<file path="src/design/t7d_pkg.sv">
// ----------------------------------------------------------------------------
// t7d_pkg: shared types and constants of the type 7 password decoder
// Holds the item and result structs, phase and status codes, the character
// constants and the 53-byte repeating key.
// ----------------------------------------------------------------------------
package t7d_pkg;

    // Decoder phase, one-hot
    typedef enum logic [3:0] {
        PH_SEED_HI = 4'b0001,
        PH_SEED_LO = 4'b0010,
        PH_HEX_HI  = 4'b0100,
        PH_HEX_LO  = 4'b1000
    } phase_t;

    // Status reported on the last result
    typedef enum logic [2:0] {
        ST_OK   = 3'd0,
        ST_ODD  = 3'd1,
        ST_SEED = 3'd2,
        ST_HEX  = 3'd3,
        ST_OVER = 3'd4
    } status_t;

    // One input item
    typedef struct packed {
        logic [7:0] in_char;
        logic       in_last;
    } in_item_t;

    // One result item
    typedef struct packed {
        logic       byte_valid;
        logic [7:0] out_byte;
        logic       out_last;
        status_t    status;
    } result_t;

    // Character constants
    localparam logic [7:0] CH_ZERO  = 8'h30;
    localparam logic [7:0] CH_NINE  = 8'h39;
    localparam logic [7:0] CH_LOW_A = 8'h61;
    localparam logic [7:0] CH_LOW_F = 8'h66;
    localparam logic [7:0] CASE_BIT = 8'h20;
    localparam logic [3:0] LETTER_OFFSET = 4'd9;
    localparam logic [3:0] SEED_TENS_VAL = 4'd10;
    localparam logic [3:0] SEED_MAX_UNIT = 4'd5;

    // Repeating key, one period
    localparam int KEY_PERIOD = 53;
    localparam logic [7:0] KEY_BASE [KEY_PERIOD] = '{
        8'h64, 8'h73, 8'h66, 8'h64, 8'h3b, 8'h6b, 8'h66, 8'h6f,
        8'h41, 8'h2c, 8'h2e, 8'h69, 8'h79, 8'h65, 8'h77, 8'h72,
        8'h6b, 8'h6c, 8'h64, 8'h4a, 8'h4b, 8'h44, 8'h48, 8'h53,
        8'h55, 8'h42, 8'h73, 8'h67, 8'h76, 8'h63, 8'h61, 8'h36,
        8'h39, 8'h38, 8'h33, 8'h34, 8'h6e, 8'h63, 8'h78, 8'h76,
        8'h39, 8'h38, 8'h37, 8'h33, 8'h32, 8'h35, 8'h34, 8'h6b,
        8'h3b, 8'h66, 8'h67, 8'h38, 8'h37
    };

    // Key byte at a table index below 128: fold by the period twice
    function automatic logic [7:0] key_byte(input logic [7:0] idx);
        logic [7:0] r;
        r = idx;
        if (r >= 8'(KEY_PERIOD)) r = 8'(r - 8'(KEY_PERIOD));
        if (r >= 8'(KEY_PERIOD)) r = 8'(r - 8'(KEY_PERIOD));
        return KEY_BASE[r[5:0]];
    endfunction

endpackage

</file>
<file path="src/design/t7d_in_stage.sv">
// ----------------------------------------------------------------------------
// t7d_in_stage: input register
// Captures one character item and holds it until the decoder takes it.
// ----------------------------------------------------------------------------
module t7d_in_stage (
    input  logic              aclk,
    input  logic              aresetn,
    input  logic              s_tvalid,
    output logic              s_tready,
    input  logic [7:0]        s_tdata,   // in_char
    input  logic              s_tlast,   // in_last
    input  logic              advance,
    output logic              item_valid,
    output t7d_pkg::in_item_t item
);
    import t7d_pkg::*;

    logic     valid_reg;
    in_item_t item_reg;

    // Accept when empty or when the held item moves on this cycle
    assign s_tready   = !valid_reg || advance;
    assign item_valid = valid_reg;
    assign item       = item_reg;

    // Track occupancy
    always_ff @(posedge aclk) begin
        if (!aresetn) begin
            valid_reg <= 1'b0;
        end else if (s_tvalid && s_tready) begin
            valid_reg <= 1'b1;
        end else if (advance) begin
            valid_reg <= 1'b0;
        end
    end

    // Load payload
    always_ff @(posedge aclk) begin
        if (s_tvalid && s_tready) begin
            item_reg.in_char <= s_tdata;
            item_reg.in_last <= s_tlast;
        end
    end

endmodule

</file>
<file path="src/design/t7d_decode.sv">
// ----------------------------------------------------------------------------
// t7d_decode: per-character decode and string state
// Parses the two seed digits and the hex pairs, XORs each pair with the key
// and records the first error; state returns to reset after the last item.
// ----------------------------------------------------------------------------
module t7d_decode #(
    parameter int KEY_TABLE_DEPTH = 106
) (
    input  logic              aclk,
    input  logic              aresetn,
    input  logic              advance,
    input  t7d_pkg::in_item_t item,
    output t7d_pkg::result_t  result
);
    import t7d_pkg::*;

    localparam int IDX_W = $clog2(KEY_TABLE_DEPTH + 1);

    phase_t           phase_reg, phase_next;
    logic [3:0]       tens_reg, tens_next;
    logic [IDX_W-1:0] idx_reg, idx_next;
    logic [3:0]       high_reg, high_next;
    status_t          err_reg, err_next;

    logic       is_digit;
    logic       is_letter;
    logic       hex_ok;
    logic [3:0] hex_nib;
    logic [7:0] lower_char;
    logic       seed_ok;
    logic [3:0] seed_val;
    logic       odd;
    logic       overflow;

    // Classify the character
    always_comb begin
        lower_char = item.in_char | CASE_BIT;
        is_digit   = (item.in_char >= CH_ZERO) && (item.in_char <= CH_NINE);
        is_letter  = (lower_char >= CH_LOW_A) && (lower_char <= CH_LOW_F);
        hex_ok     = is_digit || is_letter;
        hex_nib    = is_digit ? item.in_char[3:0]
                              : 4'(item.in_char[3:0] + LETTER_OFFSET);
        seed_ok    = is_digit && ((tens_reg == 4'd0) ||
                     ((tens_reg == 4'd1) && (item.in_char[3:0] <= SEED_MAX_UNIT)));
        seed_val   = (tens_reg == 4'd1) ? 4'(SEED_TENS_VAL + item.in_char[3:0])
                                        : item.in_char[3:0];
        odd        = (phase_reg == PH_SEED_HI) || (phase_reg == PH_HEX_HI);
        overflow   = idx_reg >= IDX_W'(KEY_TABLE_DEPTH);
    end

    // Next state and result
    always_comb begin
        phase_next        = phase_reg;
        tens_next         = tens_reg;
        idx_next          = idx_reg;
        high_next         = high_reg;
        err_next          = err_reg;
        result.byte_valid = 1'b0;
        result.out_byte   = 8'd0;
        result.out_last   = item.in_last;
        result.status     = ST_OK;

        if (!(item.in_last && odd)) begin
            unique case (phase_reg)
                PH_SEED_HI: begin
                    if (is_digit) begin
                        tens_next = item.in_char[3:0];
                    end else if (err_reg == ST_OK) begin
                        err_next = ST_SEED;
                    end
                    phase_next = PH_SEED_LO;
                end
                PH_SEED_LO: begin
                    if (err_reg == ST_OK) begin
                        if (seed_ok) begin
                            idx_next = IDX_W'(seed_val);
                        end else begin
                            err_next = ST_SEED;
                        end
                    end
                    phase_next = PH_HEX_HI;
                end
                PH_HEX_HI: begin
                    if (hex_ok) begin
                        high_next = hex_nib;
                    end else if (err_reg == ST_OK) begin
                        err_next = ST_HEX;
                    end
                    phase_next = PH_HEX_LO;
                end
                PH_HEX_LO: begin
                    if (!hex_ok) begin
                        if (err_reg == ST_OK) err_next = ST_HEX;
                    end else if (err_reg == ST_OK) begin
                        if (overflow) begin
                            err_next = ST_OVER;
                        end else begin
                            result.byte_valid = 1'b1;
                            result.out_byte   = {high_reg, hex_nib} ^
                                                key_byte(8'(idx_reg));
                            idx_next          = IDX_W'(idx_reg + 1'b1);
                        end
                    end
                    phase_next = PH_HEX_HI;
                end
                default: begin
                    phase_next = PH_SEED_HI;
                end
            endcase
        end

        // Report status, including an error raised by this character, and
        // start over after the last character
        if (item.in_last) begin
            result.status = odd ? ST_ODD : err_next;
            phase_next    = PH_SEED_HI;
            tens_next     = 4'd0;
            idx_next      = '0;
            high_next     = 4'd0;
            err_next      = ST_OK;
        end
    end

    // Advance state with each decoded item
    always_ff @(posedge aclk) begin
        if (!aresetn) begin
            phase_reg <= PH_SEED_HI;
            tens_reg  <= 4'd0;
            idx_reg   <= '0;
            high_reg  <= 4'd0;
            err_reg   <= ST_OK;
        end else if (advance) begin
            phase_reg <= phase_next;
            tens_reg  <= tens_next;
            idx_reg   <= idx_next;
            high_reg  <= high_next;
            err_reg   <= err_next;
        end
    end

endmodule

</file>
<file path="src/design/t7d_out_stage.sv">
// ----------------------------------------------------------------------------
// t7d_out_stage: result register
// Holds one decoded result until the downstream side takes it.
// ----------------------------------------------------------------------------
module t7d_out_stage (
    input  logic             aclk,
    input  logic             aresetn,
    input  logic             load,
    input  t7d_pkg::result_t result,
    output logic             full,
    output logic             m_tvalid,
    input  logic             m_tready,
    output logic [7:0]       m_tdata,   // out_byte
    output logic [3:0]       m_tuser,   // byte_valid, status[2:0]
    output logic             m_tlast    // out_last
);
    import t7d_pkg::*;

    logic    valid_reg;
    result_t res_reg;

    assign full     = valid_reg;
    assign m_tvalid = valid_reg;
    assign m_tdata  = res_reg.out_byte;
    assign m_tuser  = {res_reg.status, res_reg.byte_valid};
    assign m_tlast  = res_reg.out_last;

    // Track occupancy: fill on load, drain when taken
    always_ff @(posedge aclk) begin
        if (!aresetn) begin
            valid_reg <= 1'b0;
        end else if (load) begin
            valid_reg <= 1'b1;
        end else if (m_tready) begin
            valid_reg <= 1'b0;
        end
    end

    // Capture result
    always_ff @(posedge aclk) begin
        if (load) begin
            res_reg <= result;
        end
    end

endmodule

</file>
<file path="src/design/hex_xor_key_password_decoder.sv">
// ----------------------------------------------------------------------------
// hex_xor_key_password_decoder: streaming type 7 password decoder
// Decodes an encoded password one character per item into plain bytes.
// ----------------------------------------------------------------------------
// Each input character yields exactly one result item via the input and result
// registers; one character is taken every clock unless the output stalls, set
// by the single decode stage between input and result registers. The first
// two characters are a decimal start index (0 to 15) into the key table, the
// rest are hex digit pairs, each XORed with the next key byte. A result with
// byte_valid set carries a plain byte; the result of the last character
// carries the status (0 ok, 1 odd length, 2 bad seed, 3 bad hex character,
// 4 key table exhausted). After any error no further bytes are produced until
// the string ends, and the decoder is ready for a new string right away.
// ----------------------------------------------------------------------------
module hex_xor_key_password_decoder #(
    parameter int KEY_TABLE_DEPTH = 106
) (
    input  logic       aclk,
    input  logic       aresetn,
    input  logic       s_tvalid,
    output logic       s_tready,
    input  logic [7:0] s_tdata,    // in_char
    input  logic       s_tlast,    // in_last
    output logic       m_tvalid,
    input  logic       m_tready,
    output logic [7:0] m_tdata,    // out_byte
    output logic [3:0] m_tuser,    // byte_valid, status[2:0]
    output logic       m_tlast     // out_last
);
    import t7d_pkg::*;

    logic     item_valid;
    in_item_t item;
    result_t  result;
    logic     out_full;
    logic     advance;

    // Move an item into the result register when it has room
    assign advance = item_valid && (!out_full || m_tready);

    t7d_in_stage u_in (
        .aclk       (aclk),
        .aresetn    (aresetn),
        .s_tvalid   (s_tvalid),
        .s_tready   (s_tready),
        .s_tdata    (s_tdata),
        .s_tlast    (s_tlast),
        .advance    (advance),
        .item_valid (item_valid),
        .item       (item)
    );

    t7d_decode #(
        .KEY_TABLE_DEPTH (KEY_TABLE_DEPTH)
    ) u_dec (
        .aclk    (aclk),
        .aresetn (aresetn),
        .advance (advance),
        .item    (item),
        .result  (result)
    );

    t7d_out_stage u_out (
        .aclk     (aclk),
        .aresetn  (aresetn),
        .load     (advance),
        .result   (result),
        .full     (out_full),
        .m_tvalid (m_tvalid),
        .m_tready (m_tready),
        .m_tdata  (m_tdata),
        .m_tuser  (m_tuser),
        .m_tlast  (m_tlast)
    );

endmodule

</file>
<file path="config.mk">
export PLATFORM = sky130hd
export DESIGN_NAME = hex_xor_key_password_decoder
export DESIGN_NICKNAME = d
export VERILOG_FILES = /design/src/design/t7d_pkg.sv /design/src/design/t7d_in_stage.sv /design/src/design/t7d_decode.sv /design/src/design/t7d_out_stage.sv /design/src/design/hex_xor_key_password_decoder.sv
export SDC_FILE = /design/constraint.sdc
export NUM_CORES = 1
export LEC_CHECK = 0
export BUFFER_PORTS_ARGS = -buffer_cell sky130_fd_sc_hd__buf_2
export CAP_MARGIN = 30
export CORE_MARGIN = 2
export CORE_UTILIZATION = 40
export DETAILED_ROUTE_END_ITERATION = 6
export GPL_ROUTABILITY_DRIVEN = 0
export HOLD_SLACK_MARGIN = 0.12
export PLACE_DENSITY_LB_ADDON = 0.1
export SKIP_LAST_GASP = 1
export SLEW_MARGIN = 20
export SYNTH_ARGS = -nofsm -noshare
export SYNTH_HDL_FRONTEND = slang
export SYNTH_SLANG_ARGS = --single-unit
</file>
<file path="constraint.sdc">
create_clock -name aclk -period 5.37 [get_ports aclk]
set_clock_uncertainty 0.05 [all_clocks]
set_input_delay 0.537 -clock aclk [delete_from_list [all_inputs] [get_ports aclk]]
set_output_delay 0.537 -clock aclk [all_outputs]
set_load 0.05 [all_outputs]
</file>
# Word level (Yosys, flattened, before mapping)
# Memories as Yosys holds them, arrays and structs flattened.
# Index checks and enable logic that the tools add are counted.
# W data, S select, Z words.
# totals
register_bits	46
rom_bits	512
out_inout_bits	15
elab_cells	130
n_memories	1
# mem_list
name	words	width	rd	rd_ports_with_merged_regs	write_ports	line_no	source
(no name shown)	64	8	1	0	0	t7d_pkg.sv:67	return KEY_BASE[r[5:0]];
# classes
n_addsub	5
n_lt_le_gt_ge	9
n_eq_ne	11
muxes	53
bitwise_logic	6
reduce_logical	31
# ops
op	n
$mux W8	8
$mux W7	7
$mux W4	12
$mux W6	6
$mux W3	11
$ge A8 B6 Y1 const B	2
$ge A7 B7 Y1 const B	2
$pmux W7 S2	1
$ne A3 B2 Y1 const B	4
$pmux W3 S4	1
$pmux W4 S3	1
$reduce_bool A2 Y1	6
$mux W9	1
$eq A4 B1 Y1 const B	2
$ge A8 B7 Y1 const B	1
$le A8 B6 Y1 const B	1
$le A8 B7 Y1 const B	1
$reduce_and A4 Y1	2
$reduce_and A8 Y1	1
$sub A7 B6 Y8 const B	1
$xor A8 B8 Y8	1
$add A7 B1 Y7 const B	1
$ge A7 B6 Y1 const B	1
$logic_and A1 B1 Y1	7
21 further kinds	34

# Longest topological paths before layout
# depth
word_depth	20
mapped_depth	22
mapped_depth_nobuf	21

# Hierarchy
# From an unflattened synthesis, not the netlist that was laid out.
# unflattened
cells_unflattened	438
area_unflattened_um2	3764.9
# modules_own_cells
mod	n_inst	cells_each	area_per_inst_um2	seq_area_each_um2
t7d_decode	1	405	2986.6	440.4
t7d_out_stage	1	17	439.2	410.4
t7d_in_stage	1	14	327.8	290.3
hex_xor_key_password_decoder	1	2	11.3	0.0

# Least setup slack after synthesis
# Ideal clock, no wire load.
# synth_timing
kind	register to register
from	register u_dec.idx_reg[0]
to	register u_out.res_reg (netlist bit u_out.m_tdata[0]), data pin
setup_ns	0.263
arrival_ns	4.311
t_required_ns	5.057
slack_ns	0.746
path_stages_with_launch	21
n_path_buf	1
period_less_slack_ns	4.624
cell_sequence	dfxtp_1 buf_2 inv_1 ha_1 nor3b_1 o21bai_1 o21ai_0 ha_1 nand2b_1 a211oi_1 nor2_1 xnor2_1 ha_1 inv_1 o21ai_0 a2111o_1 a32oi_1 a311oi_1 o21a_1 nor3_1 mux2i_1
# synth_via
elab_chain_cells	19
elab_cells_between_ends	23
cone_classes	add/sub (2); order compare (3); mux (14); bitwise (2); reduce/logical (1); memory (1)
# synth_rtl
element	line_no	source
start: declaration	t7d_decode.sv:21	logic [IDX_W-1:0] idx_reg, idx_next;
start signal: assignment	t7d_decode.sv:135	idx_reg <= idx_next;
$sub A7 B6 Y8 or $ge A7 B6 Y1 (tied branches)	t7d_pkg.sv:65	if (r >= 8'(KEY_PERIOD)) r = 8'(r - 8'(KEY_PERIOD));
$mux W8	t7d_pkg.sv:65	
$mux W8	t7d_decode.sv:95	if (overflow) begin
$mux W8	t7d_decode.sv:94	end else if (err_reg == ST_OK) begin
$mux W8	t7d_decode.sv:92	if (!hex_ok) begin
$mux W8	t7d_decode.sv:64	unique case (phase_reg)
$mux W8	t7d_decode.sv:63	if (!(item.in_last && odd)) begin
$ge A8 B6 Y1 or $sub A6 B6 Y6 (tied branches)	t7d_pkg.sv:66	if (r >= 8'(KEY_PERIOD)) r = 8'(r - 8'(KEY_PERIOD));
(+2 left out)	n/a	
$mux W6	t7d_decode.sv:94	
$mux W6	t7d_decode.sv:92	
$mux W6	t7d_decode.sv:64	
$mux W6	t7d_decode.sv:63	
$not A6 Y7 (not written as such)	t7d_pkg.sv:67	
$mem_v2 Z64 W8	n/a	
$mux W8 (not written as such) (2 in a row)	t7d_pkg.sv:67	
$xor A8 B8 Y8	t7d_decode.sv:99	result.out_byte = {high_reg, hex_nib} ^
end signal: assignment	t7d_out_stage.sv:42	res_reg <= result;
end: declaration	t7d_out_stage.sv:20	result_t res_reg;
# Several ways; a longest one is shown, not always the timed one. The select of a mux whose other input is x is not followed.
# A chain may end at the register's enable or synchronous reset.

# Final worst setup path
# Same ends and word-level chain as after synthesis.

==> qor.yml <==
cts:
  cts-root-buf: "clkbuf_8"
  numCtsBuffers: 5
  cts.sinks: 46
  clkTransAtPathRegs_ns: 0.10
  cts_tree: "done"
  postCtsSetupRepairBufs: 0
  cts_buffer_depth: 2
  h-tree-depth: 2
  clk-insertion-delay-late_ns: 0.30
finish:
  final_nets: 512
  final_cell_mix: "a21oi_1 (40), nand2_1 (36), nor2_1 (32)"
  finalInstanceArea_mm2: 0.004185
  largest_reg_flops: 9
  syn_to_final_growth_pct: 8.322
  n_antenna_cell: 0
  layout_commonest_cell: "a21oi_1"
  fin_cells: 609
  fillCellCount: 930
  drive_above_1_share_pct: 13.33
yosys:
  avgSynthCellArea_um2: 8.309
  ys_ff_latch: 46
  synth-main-ff-cell: "dfxtp_1"
  syn_nets: 498
  synthTopCellsByArea: "edfxtp_1 (17%), dfxtp_1 (12%), ha_1 (6.5%)"
  synth_top_cell_area_share_pct: 17.10
  synth.distinct_cells: 80
  synthArstFlopShare_pct: 0
  ys_warn_count: 0
  ys_seq_area_share_pct: 29.53
  yosysTopAreaCell: "edfxtp_1"
  synth_area_mm2: 0.003864
  synth_edf_count: 22
  syn_inst: 465
global_route:
  grt_pass1_vias: 3317
  antenna_found_initial: 0
  grt_pass1_wl_um: 16460
  grt_max_degree: 24
  grt-ovfl-total: 0
  grt.total_usage_pct: 19.55
power:
  powerDensity_mw_per_mm2: 182.2
  ir_drop_mv: 0.1090
  p_sw_share_pct: 27.33
  power_leakage_nw: 1.523
  power.internal_mw: 0.5543
  combPwrFrac_pct: 14.1
  clkPwrFrac_pct: 34.9
  power_frac_seq_pct: 51.1
  p_total_mw: 0.7627
  net-switching-power_mw: 0.2084
detailed_routing:
  vias_per_cell: 5.947
  ant_nets: 0
  drcViolationCount: 0
  routed_wirelength_um: 9809
  num_vias: 3622
  first_iter_violations: 324
  firstDrtPassIters: 4
  wl_per_cell_um: 16.11
setup_path:
  required_ns: 5.38
  worst-path-buf-inv: 2
  critPathSlowestCell: "dfxtp_1"
  slowest_delay_ns: 0.42
  crit_path_start: "u_dec.idx_reg[0]"
  worstPathCellList: "inv_1, ha_1, nor3b_1, o21bai_2, o21ai_0, ha_1, nand2b_1, a211o_1, a21oi_1, or2_1, ha_1, inv_1, o21ai_0, a2111o_1, a32oi_1, a311oi_1, o21a_1, nor3_1, mux2i_1"
  endpoint: "u_out.m_tdata[0]"
  r2r_cells: 19
  end_kind: "flip-flop"
  critical_path_depth: 19
  path_max_fanout: 11
  worstSetupStartpointType: "flip-flop"
  path_delay_family: "compound AO/OA/AOI/OAI gates"
  cp.arrival_ns: 4.90
  r2r-start: "u_dec.idx_reg[0]"
  crit_path_frequent_cell: "ha_1"
  reg2reg_slack_ns: 0.48
  worstSetupPathType: "reg -> reg"
  rr_endpoint: "u_out.m_tdata[0]"
sta:
  setup_viol: 0
  maxSlewViolCount: 0
  worst_slew_pin_slew_ns: 0.9171
  finalSetupTns_ns: 0
  timing.fmax_mhz: 204.7
  fin_crit_sh_pct: 90.99
  finalHoldViolations: 0
  fin_crit_ns: 4.886
  slew_headroom_pct: 38.64
  rsz0062_at_grt: "no"
floorplan:
  start_util_pct: 41.42
  io_pins: 28
  fp.dieW_um: 102.3
  rows: 35
  dieArea_mm2: 0.01046
  die_h_um: 102.3
  core_mm2: 0.009328
placement:
  place_area_mm2: 0.004069
  io_buffers: 27
  post-dp-hpwl_um: 7262
  dpl.cell_count: 601
worst_hold_path:
  hold_path_startpoint: "s_tdata[7]"
  holdCritPathClass: "in -> reg"
job:
  maxCapViolCount: 0
run_status:
  status: "completed"
-- how the worst min path moves through the flow --
| stage | cells past startpoint | slack (ns) | endpoint |
|---|---|---|---|
| finish | 1 | 0.36 | u_in.item[8] |
| global route | 1 | 0.34 | u_in.item[4] |
| CTS | 1 | 0.35 | u_in.item[8] |
| detailed placement | 2 | 0.45 | u_dec.err_reg[2] |
| global placement | 2 | 0.45 | u_dec.err_reg[2] |
| floorplan | 2 | 0.43 | u_dec.err_reg[2] |
-- final cells by class --
type	instances	area (um2)	share of cell area (%)
repair buffers	34	187.7	4.484
inverters	18	67.56	1.614
well taps	129	161.4	3.857
clock inverters	3	43.79	1.046
multi-input cells	374	2515	60.09
flip-flops and latches	46	1141	27.26
clock buffers	5	68.82	1.644
-- stage by stage --
stage               utilization [%]  hold slack (ns)  setup slack [ns]
floorplan                         -           0.4267            0.7461
global placement              43.62           0.4499            0.6236
detailed placement            43.62           0.4533            0.4410
CTS                           44.83           0.3465            0.4085
global route                  44.87           0.3400           0.06929
finish                        44.87           0.3553            0.4838
-- synth_stat cells (5+ instances only) --
cell and instances:
o211ai_1 12, a211o_1 5, inv_1 16, o21a_1 8, nand2b_1 5, a31oi_1 6, nand3_1 11, nor2b_1 17
a22oi_1 8, o21ai_1 5, nor2_1 32, a211oi_1 10, xnor2_1 10, edfxtp_1 22, nor3_1 18, o21ai_0 25
or3_1 8, dfxtp_1 24, a21oi_1 40, a21boi_0 6, clkbuf_1 13, buf_2 7, ha_1 20, buf_4 5
nand2_1 36
-- power by group through the flow --
stage          logic (mW)  clock network, mW  registers, mW
6_report            0.107              0.266          0.389
5_1_grt             0.119              0.291          0.392
4_1_cts             0.107              0.278          0.390
3_5_place_dp        0.107                  0          0.398
3_3_place_gp        0.106                  0          0.398
2_1_floorplan      0.0672                  0          0.409
-- worst reg2reg max path: cells and delay by family (launching register included) --
family | cells | cell delay (ns)
buffers and inverters | 2 | 0.30
muxes | 1 | 0.11
DFF | 1 | 0.42
AOI/OAI and AO/OA | 9 | 2.02
adders and majority gates | 3 | 0.82
and+or+nand+nor | 4 | 0.91
-- per-layer routing --
layer  up-vias  GRT usage (%)  routed length [um]
met5         -              0                   0
met4         0          5.436                 126
met3        16          2.736                 430
met2       130          32.49                4674
met1      1705          26.65                4577
li1       1771              -                   -
-- repair_timing --
action,4_1_cts,5_1_grt
hold buffers,0,0
endpoints found under the hold margin,0,0
endpoints found under the setup margin,0,1
gates resized for setup,0,1
-- kinds of logic after synthesis --
family / count (synthesis) / share of synthesized area, %
AOI/OAI and AO/OA: 172 / 31.22
xor gates and xnor gates: 16 / 4.015
adders and majority gates: 20 / 6.477
buffers and inverters: 45 / 5.473
DFF: 46 / 29.53
muxes: 2 / 0.5182
and+or+nand+nor: 164 / 22.77
Note: power is estimated with default switching activity, not from simulation.
